### src/design/assert_macros.svh
// Assertion macros shared by the packer modules.
`ifndef ASSERT_MACROS_SVH
`define ASSERT_MACROS_SVH
`ifndef SYNTH
`define SSP_ASSERT(lbl, prop) \
  lbl: assert property (@(posedge clk) disable iff (rst) prop) \
    else $error("packer assertion failed");
`define SSP_ASSERT_ALWAYS(lbl, prop) \
  lbl: assert property (@(posedge clk) prop) \
    else $error("packer assertion failed");
`else
`define SSP_ASSERT(lbl, prop)
`define SSP_ASSERT_ALWAYS(lbl, prop)
`endif
`endif

### src/design/ssp_pkg.sv
// Types and constants of the seven-bit packer.
package ssp_pkg;

  localparam logic [7:0] END_MARKER = 8'hF7;
  localparam int         MAX_RESULTS = 4;

  typedef enum logic [1:0] {
    KIND_DATA     = 2'd0,
    KIND_CHECKSUM = 2'd1,
    KIND_END      = 2'd2
  } kind_t;

  // register index, taken from byte address bit 2
  localparam logic REG_CHECKSUM_SEED = 1'b0;

  typedef struct packed {
    logic [7:0] out_byte;
    kind_t      out_kind;
  } result_t;

  // all results caused by one input beat
  typedef struct packed {
    result_t [MAX_RESULTS-1:0] res;
    logic [1:0]                last_idx;
  } entry_t;

  typedef struct packed {
    logic       wr;
    logic [7:0] value;
  } seed_wr_t;

endpackage

### src/design/ssp_in_if.sv
// Input byte channel.
interface ssp_in_if;
  logic       valid;
  logic       ready;
  logic [7:0] data_byte;
  logic       last_byte;

  modport source (output valid, data_byte, last_byte, input ready);
  modport sink (input valid, data_byte, last_byte, output ready);
endinterface

### src/design/ssp_out_if.sv
// Output group channel.
interface ssp_out_if;
  logic       valid;
  logic       ready;
  logic [7:0] out_byte;
  logic [1:0] out_kind;
  logic       last_result;

  modport source (output valid, out_byte, out_kind, last_result, input ready);
  modport sink (input valid, out_byte, out_kind, last_result, output ready);
endinterface

### src/design/ssp_front.sv
// Front end: accepts bytes, re-cuts bits into groups, builds one result entry per beat.
`include "assert_macros.svh"
module ssp_front import ssp_pkg::*; (
  input  logic       clk,
  input  logic       rst,
  input  logic       in_valid,
  output logic       in_ready,
  input  logic [7:0] data_byte,
  input  logic       last_byte,
  input  logic [7:0] seed,
  input  seed_wr_t   seed_wr,
  output logic       push,
  output entry_t     push_entry,
  input  logic       q_not_full
);

  logic [5:0]  residual_bits;
  logic [2:0]  bit_count;
  logic [7:0]  running_sum;
  logic [5:0]  residual_bits_next;
  logic [2:0]  bit_count_next;
  logic [7:0]  running_sum_next;

  logic [13:0] acc;
  logic [13:0] acc_shift;
  logic [3:0]  total;
  logic [3:0]  sh;
  logic        two;
  logic [2:0]  rem;
  logic [5:0]  mask;
  logic [5:0]  rem_bits;
  logic [6:0]  g0;
  logic [6:0]  g1;
  logic [6:0]  pad;
  logic        has_pad;
  logic [7:0]  s1;
  logic [7:0]  s2;
  logic [7:0]  s3;
  logic [6:0]  chk;
  logic [1:0]  base;
  logic        accept;

  assign in_ready = q_not_full;
  assign push     = in_valid;
  assign accept   = in_valid && in_ready;

  always_comb begin
    acc       = {residual_bits, data_byte};
    total     = {1'b0, bit_count} + 4'd8;
    sh        = total - 4'd7;
    acc_shift = acc >> sh;
    g0        = acc_shift[6:0];
    two       = (bit_count == 3'd6);
    g1        = acc[6:0];
    rem       = two ? 3'd0 : bit_count + 3'd1;
    mask      = 6'((7'd1 << rem) - 7'd1);
    rem_bits  = acc[5:0] & mask;
    pad       = {1'b0, rem_bits} << (3'd7 - rem);
    has_pad   = last_byte && (rem != 3'd0);
    s1        = running_sum + {1'b0, g0};
    s2        = two ? s1 + {1'b0, g1} : s1;
    s3        = has_pad ? s2 + {1'b0, pad} : s2;
    chk       = 7'(8'd0 - s3);
    base      = (two || has_pad) ? 2'd2 : 2'd1;

    push_entry = '0;
    push_entry.res[0] = '{out_byte: {1'b0, g0}, out_kind: KIND_DATA};
    if (two) begin
      push_entry.res[1] = '{out_byte: {1'b0, g1}, out_kind: KIND_DATA};
    end
    if (last_byte) begin
      if (has_pad) begin
        push_entry.res[1] = '{out_byte: {1'b0, pad}, out_kind: KIND_DATA};
      end
      push_entry.res[base]         = '{out_byte: {1'b0, chk}, out_kind: KIND_CHECKSUM};
      push_entry.res[base + 2'd1]  = '{out_byte: END_MARKER, out_kind: KIND_END};
      push_entry.last_idx          = base + 2'd1;
    end else begin
      push_entry.last_idx = two ? 2'd1 : 2'd0;
    end

    residual_bits_next = residual_bits;
    bit_count_next     = bit_count;
    running_sum_next   = running_sum;
    priority if (seed_wr.wr) begin
      running_sum_next = running_sum - seed + seed_wr.value;
    end else if (accept) begin
      if (last_byte) begin
        residual_bits_next = '0;
        bit_count_next     = '0;
        running_sum_next   = seed;
      end else begin
        residual_bits_next = rem_bits;
        bit_count_next     = rem;
        running_sum_next   = s3;
      end
    end
  end

  always_ff @(posedge clk) begin
    if (rst) begin
      residual_bits <= '0;
      bit_count     <= '0;
      running_sum   <= '0;
    end else begin
      residual_bits <= residual_bits_next;
      bit_count     <= bit_count_next;
      running_sum   <= running_sum_next;
    end
  end

  `SSP_ASSERT(a_count_range, (bit_count <= 3'd6))
  `SSP_ASSERT(a_residual_fits, ((residual_bits >> bit_count) == 6'd0))
  `SSP_ASSERT(a_last_clears, (accept && last_byte && !seed_wr.wr |=> bit_count == 3'd0))

endmodule

### src/design/ssp_queue.sv
// Short entry queue between the front end and the output sequencer.
`include "assert_macros.svh"
module ssp_queue import ssp_pkg::*; #(
  parameter int DEPTH = 2
) (
  input  logic   clk,
  input  logic   rst,
  input  logic   push,
  input  entry_t push_entry,
  output logic   not_full,
  input  logic   pop,
  output logic   not_empty,
  output entry_t head
);

  localparam int PTR_W = (DEPTH > 1) ? $clog2(DEPTH) : 1;
  localparam int CNT_W = $clog2(DEPTH + 1);

  entry_t             entries [DEPTH];
  logic [PTR_W-1:0]   wr_ptr;
  logic [PTR_W-1:0]   rd_ptr;
  logic [CNT_W-1:0]   count;
  logic               do_push;
  logic               do_pop;

  assign not_full  = (count != CNT_W'(DEPTH));
  assign not_empty = (count != '0);
  assign do_push   = push && not_full;
  assign do_pop    = pop && not_empty;
  assign head      = entries[rd_ptr];

  always_ff @(posedge clk) begin
    if (do_push) begin
      entries[wr_ptr] <= push_entry;
    end
  end

  always_ff @(posedge clk) begin
    if (rst) begin
      wr_ptr <= '0;
      rd_ptr <= '0;
      count  <= '0;
    end else begin
      if (do_push) begin
        wr_ptr <= (wr_ptr == PTR_W'(DEPTH - 1)) ? '0 : wr_ptr + 1'b1;
      end
      if (do_pop) begin
        rd_ptr <= (rd_ptr == PTR_W'(DEPTH - 1)) ? '0 : rd_ptr + 1'b1;
      end
      unique case ({do_push, do_pop})
        2'b10:   count <= count + 1'b1;
        2'b01:   count <= count - 1'b1;
        default: count <= count;
      endcase
    end
  end

  `SSP_ASSERT(a_count_bound, (count <= CNT_W'(DEPTH)))
  `SSP_ASSERT(a_pop_nonempty, (pop |-> not_empty))

endmodule

### src/design/ssp_back.sv
// Output sequencer: sends the results of each queued entry one beat at a time.
`include "assert_macros.svh"
module ssp_back import ssp_pkg::*; (
  input  logic       clk,
  input  logic       rst,
  input  logic       q_valid,
  input  entry_t     head,
  output logic       pop,
  output logic       out_valid,
  input  logic       out_ready,
  output logic [7:0] out_byte,
  output logic [1:0] out_kind,
  output logic       last_result
);

  logic [1:0] idx;
  logic       load;
  logic       at_last;

  assign load    = q_valid && (!out_valid || out_ready);
  assign at_last = (idx == head.last_idx);
  assign pop     = load && at_last;

  always_ff @(posedge clk) begin
    if (rst) begin
      idx       <= '0;
      out_valid <= 1'b0;
    end else begin
      if (load) begin
        out_valid <= 1'b1;
        idx       <= at_last ? 2'd0 : idx + 2'd1;
      end else if (out_ready) begin
        out_valid <= 1'b0;
      end
    end
  end

  always_ff @(posedge clk) begin
    if (load) begin
      out_byte    <= head.res[idx].out_byte;
      out_kind    <= head.res[idx].out_kind;
      last_result <= at_last;
    end
  end

  `SSP_ASSERT(a_pop_marks_last, (pop |=> out_valid && last_result))

endmodule

### src/design/sysex_seven_bit_packer.sv
// Top level of the seven-bit system-exclusive packer.
//
// byte_stream carries raw bytes (data_byte) with last_byte marking the end of
// a block. group_stream carries results: 7-bit data groups (out_kind 0), the
// 7-bit checksum (1) and the 0xF7 end marker (2); last_result flags the final
// beat caused by an input beat. A byte gives one or two groups; a last byte
// adds a padded group when bits remain, then checksum and end marker.
// The front end turns each accepted byte into one queue entry; the output
// sequencer sends one result beat per cycle while the receiver is ready; the
// first result is registered in the queue entry and then in the output register,
// and an item has 1 to 4 results (about 8/7 on average inside a block).
// The front end keeps taking bytes while the entry queue has room; a stalled
// receiver holds the output register and fills the queue, then byte_stream
// ready drops. Reset clears bit state, the sum and the seed to zero and empties
// the queue. The checksum seed lives at APB byte address 0; write it while idle.
module sysex_seven_bit_packer import ssp_pkg::*; #(
  parameter int QUEUE_DEPTH = 2
) (
  input  logic        clk,
  input  logic        rst,
  ssp_in_if.sink      byte_stream,
  ssp_out_if.source   group_stream,
  input  logic        psel,
  input  logic        penable,
  input  logic        pwrite,
  input  logic [2:0]  paddr,
  input  logic [31:0] pwdata,
  output logic [31:0] prdata,
  output logic        pready
);

  logic [7:0] checksum_seed;
  seed_wr_t   seed_wr;
  logic       push;
  entry_t     push_entry;
  logic       q_not_full;
  logic       q_not_empty;
  logic       pop;
  entry_t     head;

  assign pready        = 1'b1;
  assign seed_wr.wr    = psel && penable && pwrite && (paddr[2] == REG_CHECKSUM_SEED);
  assign seed_wr.value = pwdata[7:0];
  assign prdata        = (paddr[2] == REG_CHECKSUM_SEED) ? {24'd0, checksum_seed} : 32'd0;

  always_ff @(posedge clk) begin
    if (rst) begin
      checksum_seed <= '0;
    end else if (seed_wr.wr) begin
      checksum_seed <= seed_wr.value;
    end
  end

  ssp_front u_front (
    .clk        (clk),
    .rst        (rst),
    .in_valid   (byte_stream.valid),
    .in_ready   (byte_stream.ready),
    .data_byte  (byte_stream.data_byte),
    .last_byte  (byte_stream.last_byte),
    .seed       (checksum_seed),
    .seed_wr    (seed_wr),
    .push       (push),
    .push_entry (push_entry),
    .q_not_full (q_not_full)
  );

  ssp_queue #(.DEPTH(QUEUE_DEPTH)) u_queue (
    .clk        (clk),
    .rst        (rst),
    .push       (push),
    .push_entry (push_entry),
    .not_full   (q_not_full),
    .pop        (pop),
    .not_empty  (q_not_empty),
    .head       (head)
  );

  ssp_back u_back (
    .clk         (clk),
    .rst         (rst),
    .q_valid     (q_not_empty),
    .head        (head),
    .pop         (pop),
    .out_valid   (group_stream.valid),
    .out_ready   (group_stream.ready),
    .out_byte    (group_stream.out_byte),
    .out_kind    (group_stream.out_kind),
    .last_result (group_stream.last_result)
  );

endmodule

### src/flat_wrapper.sv
// flat-port wrapper written by rule: the top's interface ports become plain ports
module sysex_seven_bit_packer_flat import ssp_pkg::*;
#(
  parameter int QUEUE_DEPTH = 2
)
  (clk, rst, psel, penable, pwrite, paddr, pwdata, prdata, pready, byte_stream_valid, byte_stream_data_byte, byte_stream_last_byte, byte_stream_ready, group_stream_valid, group_stream_out_byte, group_stream_out_kind, group_stream_last_result, group_stream_ready);
  ssp_in_if byte_stream_i ();
  ssp_out_if group_stream_i ();
  input  logic clk;
  input  logic rst;
  input  logic psel;
  input  logic penable;
  input  logic pwrite;
  input  logic [2:0] paddr;
  input  logic [31:0] pwdata;
  output logic [31:0] prdata;
  output logic pready;
  input wire logic [$bits(byte_stream_i.valid)-1:0] byte_stream_valid;
  input wire logic [$bits(byte_stream_i.data_byte)-1:0] byte_stream_data_byte;
  input wire logic [$bits(byte_stream_i.last_byte)-1:0] byte_stream_last_byte;
  output wire logic [$bits(byte_stream_i.ready)-1:0] byte_stream_ready;
  output wire logic [$bits(group_stream_i.valid)-1:0] group_stream_valid;
  output wire logic [$bits(group_stream_i.out_byte)-1:0] group_stream_out_byte;
  output wire logic [$bits(group_stream_i.out_kind)-1:0] group_stream_out_kind;
  output wire logic [$bits(group_stream_i.last_result)-1:0] group_stream_last_result;
  input wire logic [$bits(group_stream_i.ready)-1:0] group_stream_ready;
  assign byte_stream_i.valid = byte_stream_valid;
  assign byte_stream_i.data_byte = byte_stream_data_byte;
  assign byte_stream_i.last_byte = byte_stream_last_byte;
  assign byte_stream_ready = byte_stream_i.ready;
  assign group_stream_valid = group_stream_i.valid;
  assign group_stream_out_byte = group_stream_i.out_byte;
  assign group_stream_out_kind = group_stream_i.out_kind;
  assign group_stream_last_result = group_stream_i.last_result;
  assign group_stream_i.ready = group_stream_ready;
  sysex_seven_bit_packer #(.QUEUE_DEPTH(QUEUE_DEPTH)) u_core (.clk(clk), .rst(rst), .byte_stream(byte_stream_i), .group_stream(group_stream_i), .psel(psel), .penable(penable), .pwrite(pwrite), .paddr(paddr), .pwdata(pwdata), .prdata(prdata), .pready(pready));
endmodule
### config.mk
export PLATFORM = sky130hd
export DESIGN_NAME = sysex_seven_bit_packer_flat
export DESIGN_NICKNAME = d
export VERILOG_FILES = /design/src/design/ssp_pkg.sv /design/src/design/ssp_in_if.sv /design/src/design/ssp_out_if.sv /design/src/design/ssp_front.sv /design/src/design/ssp_queue.sv /design/src/design/ssp_back.sv /design/src/design/sysex_seven_bit_packer.sv /design/src/flat_wrapper.sv
export VERILOG_INCLUDE_DIRS = /design/src /design/src/design
export SDC_FILE = /design/constraint.sdc
export NUM_CORES = 1
export LEC_CHECK = 0
export CORE_MARGIN = 8
export CORE_UTILIZATION = 40
export CTS_CLUSTER_DIAMETER = 30
export DETAILED_ROUTE_END_ITERATION = 8
export DONT_BUFFER_PORTS = 1
export GPL_TIMING_DRIVEN = 1
export PLACE_DENSITY = 0.53
export RECOVER_POWER = 100
export SYNTH_ARGS = -nofsm -noshare
export SYNTH_HDL_FRONTEND = slang
export SYNTH_HIERARCHICAL = 1
export SYNTH_SLANG_ARGS = --single-unit
### constraint.sdc
create_clock -name clk -period 6.95 [get_ports clk]
set_input_delay 0.695 -clock clk [delete_from_list [all_inputs] [get_ports clk]]
set_output_delay 0.695 -clock clk [all_outputs]
set_load 0.01 [all_outputs]
[Word-level counts from Yosys, hierarchy flattened]
Memories as Yosys holds them, arrays and structs flattened. A register that Yosys moved wholly into a read port is not among the register bits.
Cells that the tools add are included.
Cells by class
  bitwise operators: 6
  equal/unequal tests: 5
  shift operators: 3
  $add $sub $neg: 17
  reductions and logical operators: 19
  order comparisons: 5
  muxes and demuxes: 33
Operators by type and width (count)
  $mux 10: 5
  $mux 8: 6
  $bwmux 40: 1
  $demux 10 s2: 2
  $mux 40: 1
  $or 32x32->32: 1
  $add 8x7->8: 3
  $bmux 10 s2: 1
  $shr 14x4->7: 1
  $logic_and 1x1->1: 10
  $lt 2x3->1 const B: 3
  $mux 1: 9
  $mux 9: 1
  $add 8x8->8: 1
  $and 8x8->8: 1
  $not 8->8: 1
  $reduce_bool 2->1: 4
  $sub 8x8->8: 1
  $shl 6x3->7: 1
  $sub 1x7->7 const A: 1
  $add 2x1->2 const B: 3
  $and 6x6->6: 1
  $mux 2: 3
  $mux 3: 2
  21 further kinds: 25
Word-level totals
  output and inout port bits: 46
  word-level logic and storage cells: 101
  memories kept: 1
  flip-flop bits (word level): 43
  bits of input ports: 51
  bits in writable memories: 84
Memories
  u_core.u_queue.entries: depth 2, width 42, read ports 1, clocked after memory_dff 1, wr ports 1, line ssp_queue.sv:19  | entry_t entries [DEPTH];

[Longest topological paths before layout]
Gate-level depths: netlist (run 1).
  word-level depth: 14
  depth in mapped cells: 28
  depth with buffers taken out: 25

[By module]
The synthesis (run 1) kept the hierarchy.
By module, submodules not included
  ssp_front: sequential area each 320.3 um^2, area an instance 3701.0 um^2, times used 1, cells an instance 487
  ssp_queue: sequential area each 2622.5 um^2, area an instance 3243.1 um^2, times used 1, cells an instance 155
  ssp_back: sequential area each 390.4 um^2, area an instance 787.0 um^2, times used 1, cells an instance 46
  sysex_seven_bit_packer: sequential area each 160.2 um^2, area an instance 630.6 um^2, times used 1, cells an instance 70

[Worst setup path before layout (run 1)]
Ideal clock, no wire load.
  path kind: flip-flop to flip-flop
  from: reg u_core.u_front.bit_count[0]
  to: mem u_core/u_queue/entries[0][20] (netlist name), data pin
  arrival: 6113 ps
  data required time: 6693 ps
  clock period less this slack: 6370 ps
  buffers on the path: 3
  stages on the path, launching flop included: 22
  path slack: 580 ps
  setup time: 257 ps
  path through: dfxtp_1 clkbuf_1 inv_2 ha_1 buf_2 buf_1 mux4_2 mux4_2 ha_1 fa_1 fa_1 nand2_1 nand2_1 fa_1 mux2i_1 ha_1 or4b_2 nor2_1 nor3_1 a22oi_2 xor2_2 a21o_1
RTL lines
  start, declared: line ssp_front.sv:18  | logic [2:0] bit_count;
  start signal, assigned: line ssp_front.sv:107  | bit_count <= bit_count_next;
  end, declared: line ssp_queue.sv:19

==> results of run 1 <==
routing by layer:
layer	share of wire, %	vias up	GRT usage (%)	wire length (µm)
met5	0	-	0	0
li1	-	2681	-	-
met2	49	144	24.9	9440
met1	45	2699	18.9	8650
met4	1.3	0	4.50	250
met3	5.1	20	3.84	993
sequential cells by signal (all words and copies together) (netlist names), 3 cells and up, named ones only:
name and count:
u_core/checksum_seed 8, u_core/u_back/out_byte 8, u_core/u_front/bit_count 3, u_core/u_front/residual_bits 6, u_core/u_front/running_sum 7, u_core/u_queue/entries 84
where the power goes:
| group | total, µW | internal [µW] | switching, µW |
|---|---|---|---|
| Combinational | 634 | 282 | 352 |
| Clock | 902 | 541 | 361 |
| Sequential | 1000 | 935 | 67.8 |
kinds of logic (layout without fill, tap and decap cells):
group | after synthesis | in the layout | share of synthesized area, %
XOR/XNOR | 29 | 29 | 3.13
other | 3 | 32 | 0.135
AND/OR/NAND/NOR | 200 | 200 | 13.0
buffers and inverters | 119 | 84 | 8.11
AO/OA/AOI/OAI | 151 | 151 | 12.5
adder cells (fa/ha/maj) | 40 | 40 | 6.79
flip-flops | 127 | 127 | 41.8
multiplexers | 89 | 89 | 14.5
worst max-delay path, cell delays in order (launching register included):
cell and delay (ps):
dfxtp_1 730, nand2_1 210, nor2_1 390, clkbuf_1 400, nand3_1 180, o21ai_0 110
nand2_1 80, o21ai_0 200, ha_1 310, a21o_1 190, a31o_2 280, mux2i_1 200
nand3_1 110, ha_1 340, a211o_1 240, a21oi_1 180, o22a_1 160, o211ai_1 220
ha_1 450, inv_1 80, nor4_1 280, nor3_1 100, a22oi_2 160, xor2_1 240
mux2i_1 290
worst paths after layout:
| kind | slack [ps] | end | cells after the start |
|---|---|---|---|
| hold / removal | 340 | u_core/u_back/out_valid | 1 |
| hold reg to reg | 480 | u_core/checksum_seed[7] | 2 |
| setup / recovery | 620 | u_core/u_queue/entries[1][30] | 24 |
| setup reg to reg | 620 | u_core/u_queue/entries[1][30] | 24 |
stage by stage:
stage | cells | hold slack [ps] | instance area, µm² | utilization, % | power (µW)
after global routing | 1027 | 312 | 8940 | 43.1 | 2670
final | 1027 | 342 | 8940 | 43.1 | 2540
after CTS | 1027 | 314 | 8990 | 43.3 | 2570
after detailed placement | 995 | 470 | 8380 | 40.4 | 1660
after floorplan | 787 | 445 | 8470 | - | 1540
after global placement | 995 | 459 | 8380 | 40.4 | 1640
layout make-up:
type	count	share of cell area [%]
inverters	39	1.64
flip-flops and latches	127	39.1
clock buffers	17	4.76
clock inverters	15	1.99
repair buffers	13	0.798
well taps	275	3.85
multi-input cells	541	47.9
synthesized netlist by cell type (15+ instances only):
library cell	number	area (µm²)
a21oi_1	34	170
buf_4	46	345
clkbuf_1	16	60.1
dfxtp_1	32	641
edfxtp_1	95	2850
ha_1	31	388
inv_1	38	143
mux2_2	43	484
mux2i_1	26	260
mux4_2	15	338
nand2_1	42	158
nand2b_1	24	150
nor2_1	49	184
nor3_1	15	75.1
o21ai_0	26	130
xnor2_1	21	184
==> results.py, run 1 <==
metrics = {
    "setup_path": {
        "arrival_ps": 6560,
        "critPathLaunchType": "flop",
        "cp_max_fo": 17,
        "crit_type": "reg2reg",
        "cp-end-kind": "flop",
        "r2r_start": "u_core/u_front/bit_count[2]",
        "crit_start": "u_core/u_front/bit_count[2]",
        "crit_required_ps": 7180,
    },
    "sta": {
        "slew_violations": 129,
        "fin_crit_ps": 6330,
        "worst_pin_slew_ps": 2400,
        "worst_slack_ps": 621,
        "finalHoldViolCount": 0,
        "rsz0062_at_grt": "no",
        "fin_skew_ps": 13.2,
        "period_share_pct": 91.1,
        "fmax_ghz": 0.158,
        "relSlewSlack_pct": -60.3,
        "final.setup.tns_ps": 0,
        "setup_viol": 0,
    },
    "final_layout": {
        "fin_nets": 830,
        "synthToLayoutAreaGrowth_pct": 6.90,
        "regArea_mm2": 0.00349,
        "multi_input_area_mm2": 0.00428,
        "drive_gt1_share_pct": 15.4,
        "n_antenna_cell": 0,
        "layout_commonest_cell": "edfxtp_1",
        "layout_common_cells": "edfxtp_1 (95), nor2_1 (49), nand2_1 (42), mux2_2 (41), inv_1 (39)",
        "fill_cells": 1960,
    },
    "clock_network": {
        "hold_buffers": 0,
        "post_cts_resized": 0,
        "clk_path_buf_depth": 2,
        "clk_pin_slew_ps": 60,
        "cts_sinks": 127,
        "cts_buffers": 17,
        "h-tree-depth": 4,
        "root_buffer": "clkbuf_16",
        "postCtsSetupRepairBufs": 0,
        "cts_tree": "built",
        "clk_latency_ps": 420,
    },
    "die": {
        "die-area_mm2": 0.0258,
        "initial_utilization_pct": 40.3,
        "fp.dieW_um": 161,
        "ioPinCount": 97,
        "num_rows": 53,
        "core-area_mm2": 0.0208,
        "fp.dieH_um": 161,
    },
    "route": {
        "drt_iter0_drc": 379,
        "detail-route-antenna-nets": 0,
        "finalWirelength_mm": 19.3,
        "wl_per_cell_um": 18.8,
        "drt-pass1-iter-count": 5,
        "drc": 0,
        "num_vias": 5544,
        "viasPerCell": 5.40,
    },
    "power_and_ir_drop": {
        "power.leakage_uw": 0.00340,
        "vdd_ir_drop_max_mv": 0.175,
        "power_density_mw_per_mm2": 284,
    },
    "synth": {
        "synth_edf_count": 95,
        "ys.flop_type": "edfxtp_1",
        "syn_avg_cell_area_um2": 11.0,
        "async_flop_share_pct": 0,
        "ys_types": 80,
        "yosysWarnings": 6,
        "syn_area_mm2": 0.00836,
        "ys_seq_elements": 127,
        "yosysSeqAreaShare_pct": 41.8,
        "synth_cells": 758,
    },
    "grt": {
        "grt_pass1_vias": 5489,
        "grt_usage_pct": 15.0,
        "grt-ovfl-total": 0,
        "antenna_found_initial": 0,
        "grt_pass1_wl_mm": 30.4,
        "grt_start_max_net_pins": 43,
    },
    "status": {
        "outcome": "finished, violations left",
        "violations": "capacitance limit, slew limit",
    },
    "worst_hold_path": {
        "min_from": "rst",
        "hp-class": "in2reg",
    },
    "place": {
        "pre_cts_slack_ps": 737,
        "gp_congestion": 0.865,
        "dp_hpwl_mm": 13.9,
        "port_buffers": 0,
    },
    "job": {
        "cap_violations": 3,
    },
}
Note: power is estimated with default switching activity, not from simulation.
==> run 2: changes to the inputs <==
ABC_AREA = 1   (was not set)
==> run 2 against run 1 <==
  * The flow still finishes with violations (capacitance limit, slew limit)
  * Combinational power down 6.9%
  * Global-route usage down 0.091 points
  * Area after synthesis up 0.21%
  * Critical path type unchanged
  * Cell count up 20%
  * Cell area down 1.1%
  * Largest power group unchanged
  * Wire length down 1.2%
  * Register-to-register slack better by 400 ps
  * Critical endpoint is now u_core/u_queue/entries[1][20]
  * Sequential share of layout area up 0.43 points
==> results.py, run 2 <==
metrics = {
    "setup_path": {
        "slowest_delay_ps": 620,
        "rrSetupSlack_ps": 1020,
        "r2r_cells": 28,
        "slowest_stage": "ha_1",
        "cpMostUsedCell": "nand2_1",
        "cp_max_fo": 18,
        "crit_type": "reg2reg",
        "cp-end-kind": "flop",
        "crit_required_ps": 7090,
        "crit_start": "u_core/u_front/bit_count[1]",
        "reg2reg_to": "u_core/u_queue/entries[1][20]",
        "cp-endpoint": "u_core/u_queue/entries[1][20]",
        "critPathLaunchType": "flop",
        "arrival_ps": 6070,
        "r2r_start": "u_core/u_front/bit_count[1]",
    },
    "synth": {
        "syn_area_mm2": 0.00838,
        "ys_seq_elements": 127,
        "synth-xor-area-share_pct": 1.78,
        "yosys.area_share.adder_pct": 6.78,
        "async_flop_share_pct": 0,
        "ys.flop_type": "edfxtp_1",
        "yosys.area_share.simple_pct": 18.6,
        "synth.area.mux_share_pct": 7.56,
        "synth_compound_area_share_pct": 10.8,
        "synth_top_area_share_pct": 34.0,
        "syn_avg_cell_area_um2": 8.76,
        "yosysMostFrequentCell": "nand2_1",
        "synth_area_leader_cell": "edfxtp_1",
        "yosysSeqAreaShare_pct": 41.7,
        "synth_top_family_by_area": "simple AND/OR/NAND/NOR gates",
        "synth_edf_count": 95,
        "synth.area.top_cells": "edfxtp_1 (34%), nand2_1 (8.8%), dfxtp_1 (7.6%), mux2_4 (7.2%), inv_1 (5.6%)",
        "ys_types": 49,
        "synthTopCellsByCount": "nand2_1 (196), inv_1 (125), edfxtp_1 (95), nor2_1 (91), o21ai_0 (58)",
        "synth_cells": 956,
        "yosysWarnings": 6,
    },
    "worst_hold_path": {
        "hp-class": "in2reg",
        "min_from": "rst",
    },
    "power_and_ir_drop": {
        "power_density_mw_per_mm2": 274,
        "vdd_ir_drop_max_mv": 0.156,
        "power.leakage_uw": 0.00389,
    },
    "clock_network": {
        "cts_sinks": 127,
        "postCtsSetupRepairBufs": 0,
        "clk_latency_ps": 410,
        "clk_path_buf_depth": 2,
        "clk_pin_slew_ps": 60,
        "cts_tree": "built",
        "h-tree-depth": 4,
        "cts_buffers": 17,
        "root_buffer": "clkbuf_16",
        "hold_buffers": 0,
        "post_cts_resized": 0,
    },
    "place": {
        "gp_congestion": 0.919,
        "port_buffers": 0,
        "dpl_cell_area_mm2": 0.00836,
        "dp_hpwl_mm": 13.8,
    },
    "grt": {
        "grt-ovfl-total": 0,
        "antenna_found_initial": 0,
        "grt_pass1_vias": 5905,
        "grt_start_max_net_pins": 43,
        "grt_usage_pct": 14.9,
        "grt_pass1_wl_mm": 30.7,
    },
    "route": {
        "viasPerCell": 4.89,
        "wl_per_cell_um": 15.5,
        "finalWirelength_mm": 19.1,
        "detail-route-antenna-nets": 0,
        "num_vias": 6005,
        "drc": 0,
        "drt-pass1-iter-count": 5,
        "drt_iter0_drc": 339,
    },
    "final_layout": {
        "fin_area_mm2": 0.00884,
        "drive_gt1_share_pct": 9.75,
        "largest_reg_flops": 84,
        "n_antenna_cell": 0,
        "synthToLayoutAreaGrowth_pct": 5.54,
        "reg.largest.list": "u_core/u_queue/entries x84, u_core/checksum_seed x8, u_core/u_back/out_byte x8",
        "fin_nets": 1032,
        "layout_commonest_cell": "nand2_1",
        "largest_register": "u_core/u_queue/entries",
        "fill_cells": 2130,
        "layout_common_cells": "nand2_1 (199), inv_1 (127), edfxtp_1 (95), nor2_1 (91), o21ai_0 (65)",
    },
    "sta": {
        "period_share_pct": 85.3,
        "worst_pin_slew_ps": 3160,
        "final.setup.tns_ps": 0,
        "fin_skew_ps": 13.5,
        "rsz0062_at_grt": "no",
        "fin_crit_ps": 5930,
        "setup_viol": 0,
        "slew_violations": 129,
        "fmax_ghz": 0.169,
        "finalHoldViolCount": 0,
        "relSlewSlack_pct": -111,
    },
    "status": {
        "violations": "capacitance limit, slew limit",
        "outcome": "finished, violations left",
    },
    "die": {
        "num_rows": 53,
        "die-area_mm2": 0.0258,
        "fp.dieW_um": 161,
        "fp.dieH_um": 161,
        "core-area_mm2": 0.0208,
        "ioPinCount": 97,
        "initial_utilization_pct": 40.2,
    },
    "job": {
        "cap_violations": 3,
    },
}
[run 2: worst max-delay path, delay by kind of cell (launching register included)]
| family | cells | cell delay [ps] |
|---|---|---|
| compound gates | 6 | 1540 |
| fa+ha+maj | 4 | 1760 |
| simple gates | 13 | 1060 |
| flops | 1 | 390 |
| buf+inv | 3 | 570 |
| xor+xnor | 2 | 320 |
[run 2: logic make-up after synthesis]
| logic type | Yosys count |
|---|---|
| compound gates | 156 |
| mux | 43 |
| simple gates | 363 |
| other cells | 3 |
| buf+inv | 207 |
| fa+ha+maj | 40 |
| xor+xnor | 17 |
| flops | 127 |
[run 2: per-stage QoR]
| step | hold WS [ps] | total power, µW | cells | setup slack (ps) | utilization (%) |
|---|---|---|---|---|---|
| finish | 348 | 2420 | 1229 | 1020 | 42.5 |
| detailed placement | 469 | 1570 | 1197 | 1250 | 40.1 |
| global route | 325 | 2570 | 1229 | 404 | 42.5 |
| CTS | 325 | 2460 | 1229 | 1230 | 42.9 |
| floorplan | 455 | 1450 | 985 | 1830 | - |
| global placement | 463 | 1560 | 1197 | 1280 | 40.1 |
[run 2: worst min-delay path by stage]
| stage | depth (start not counted) | endpoint | slack (ps) |
|---|---|---|---|
| after global placement | 2 | u_core/u_front/residual_bits[3] | 460 |
| after floorplan | 2 | u_core/checksum_seed[7] | 460 |
| after global routing | 1 | u_core/u_back/out_valid | 330 |
| after detailed placement | 2 | u_core/u_front/residual_bits[4] | 470 |
| final | 1 | u_core/u_back/out_valid | 350 |
| after CTS | 1 | u_core/u_back/out_valid | 330 |
[run 2: cell type report]
type	instances	area (µm²)	area share (%)
tap	275	344	3.89
clock buffer	18	429	4.85
clock inverter	14	156	1.77
timing repair buffer	9	48.8	0.552
multi-input combinational	651	3860	43.7
inverter	135	507	5.73
sequential	127	3490	39.5
[run 2: power breakdown]
part           leakage (µW)  internal [µW]  total (µW)  switching, µW
Sequential          0.00116            915         946           31.9
Combinational       0.00245            217         590            373
Clock              0.000280            535         887            352
[run 2: per-layer routing]
layer / share of wire (%) / GRT usage [%] / up-vias
met5: 0 / 0 / -
met4: 1.4 / 4.17 / 0
met3: 4.9 / 3.97 / 15
met2: 47 / 25.5 / 126
met1: 46 / 18.2 / 2797
li1: - / - / 3067
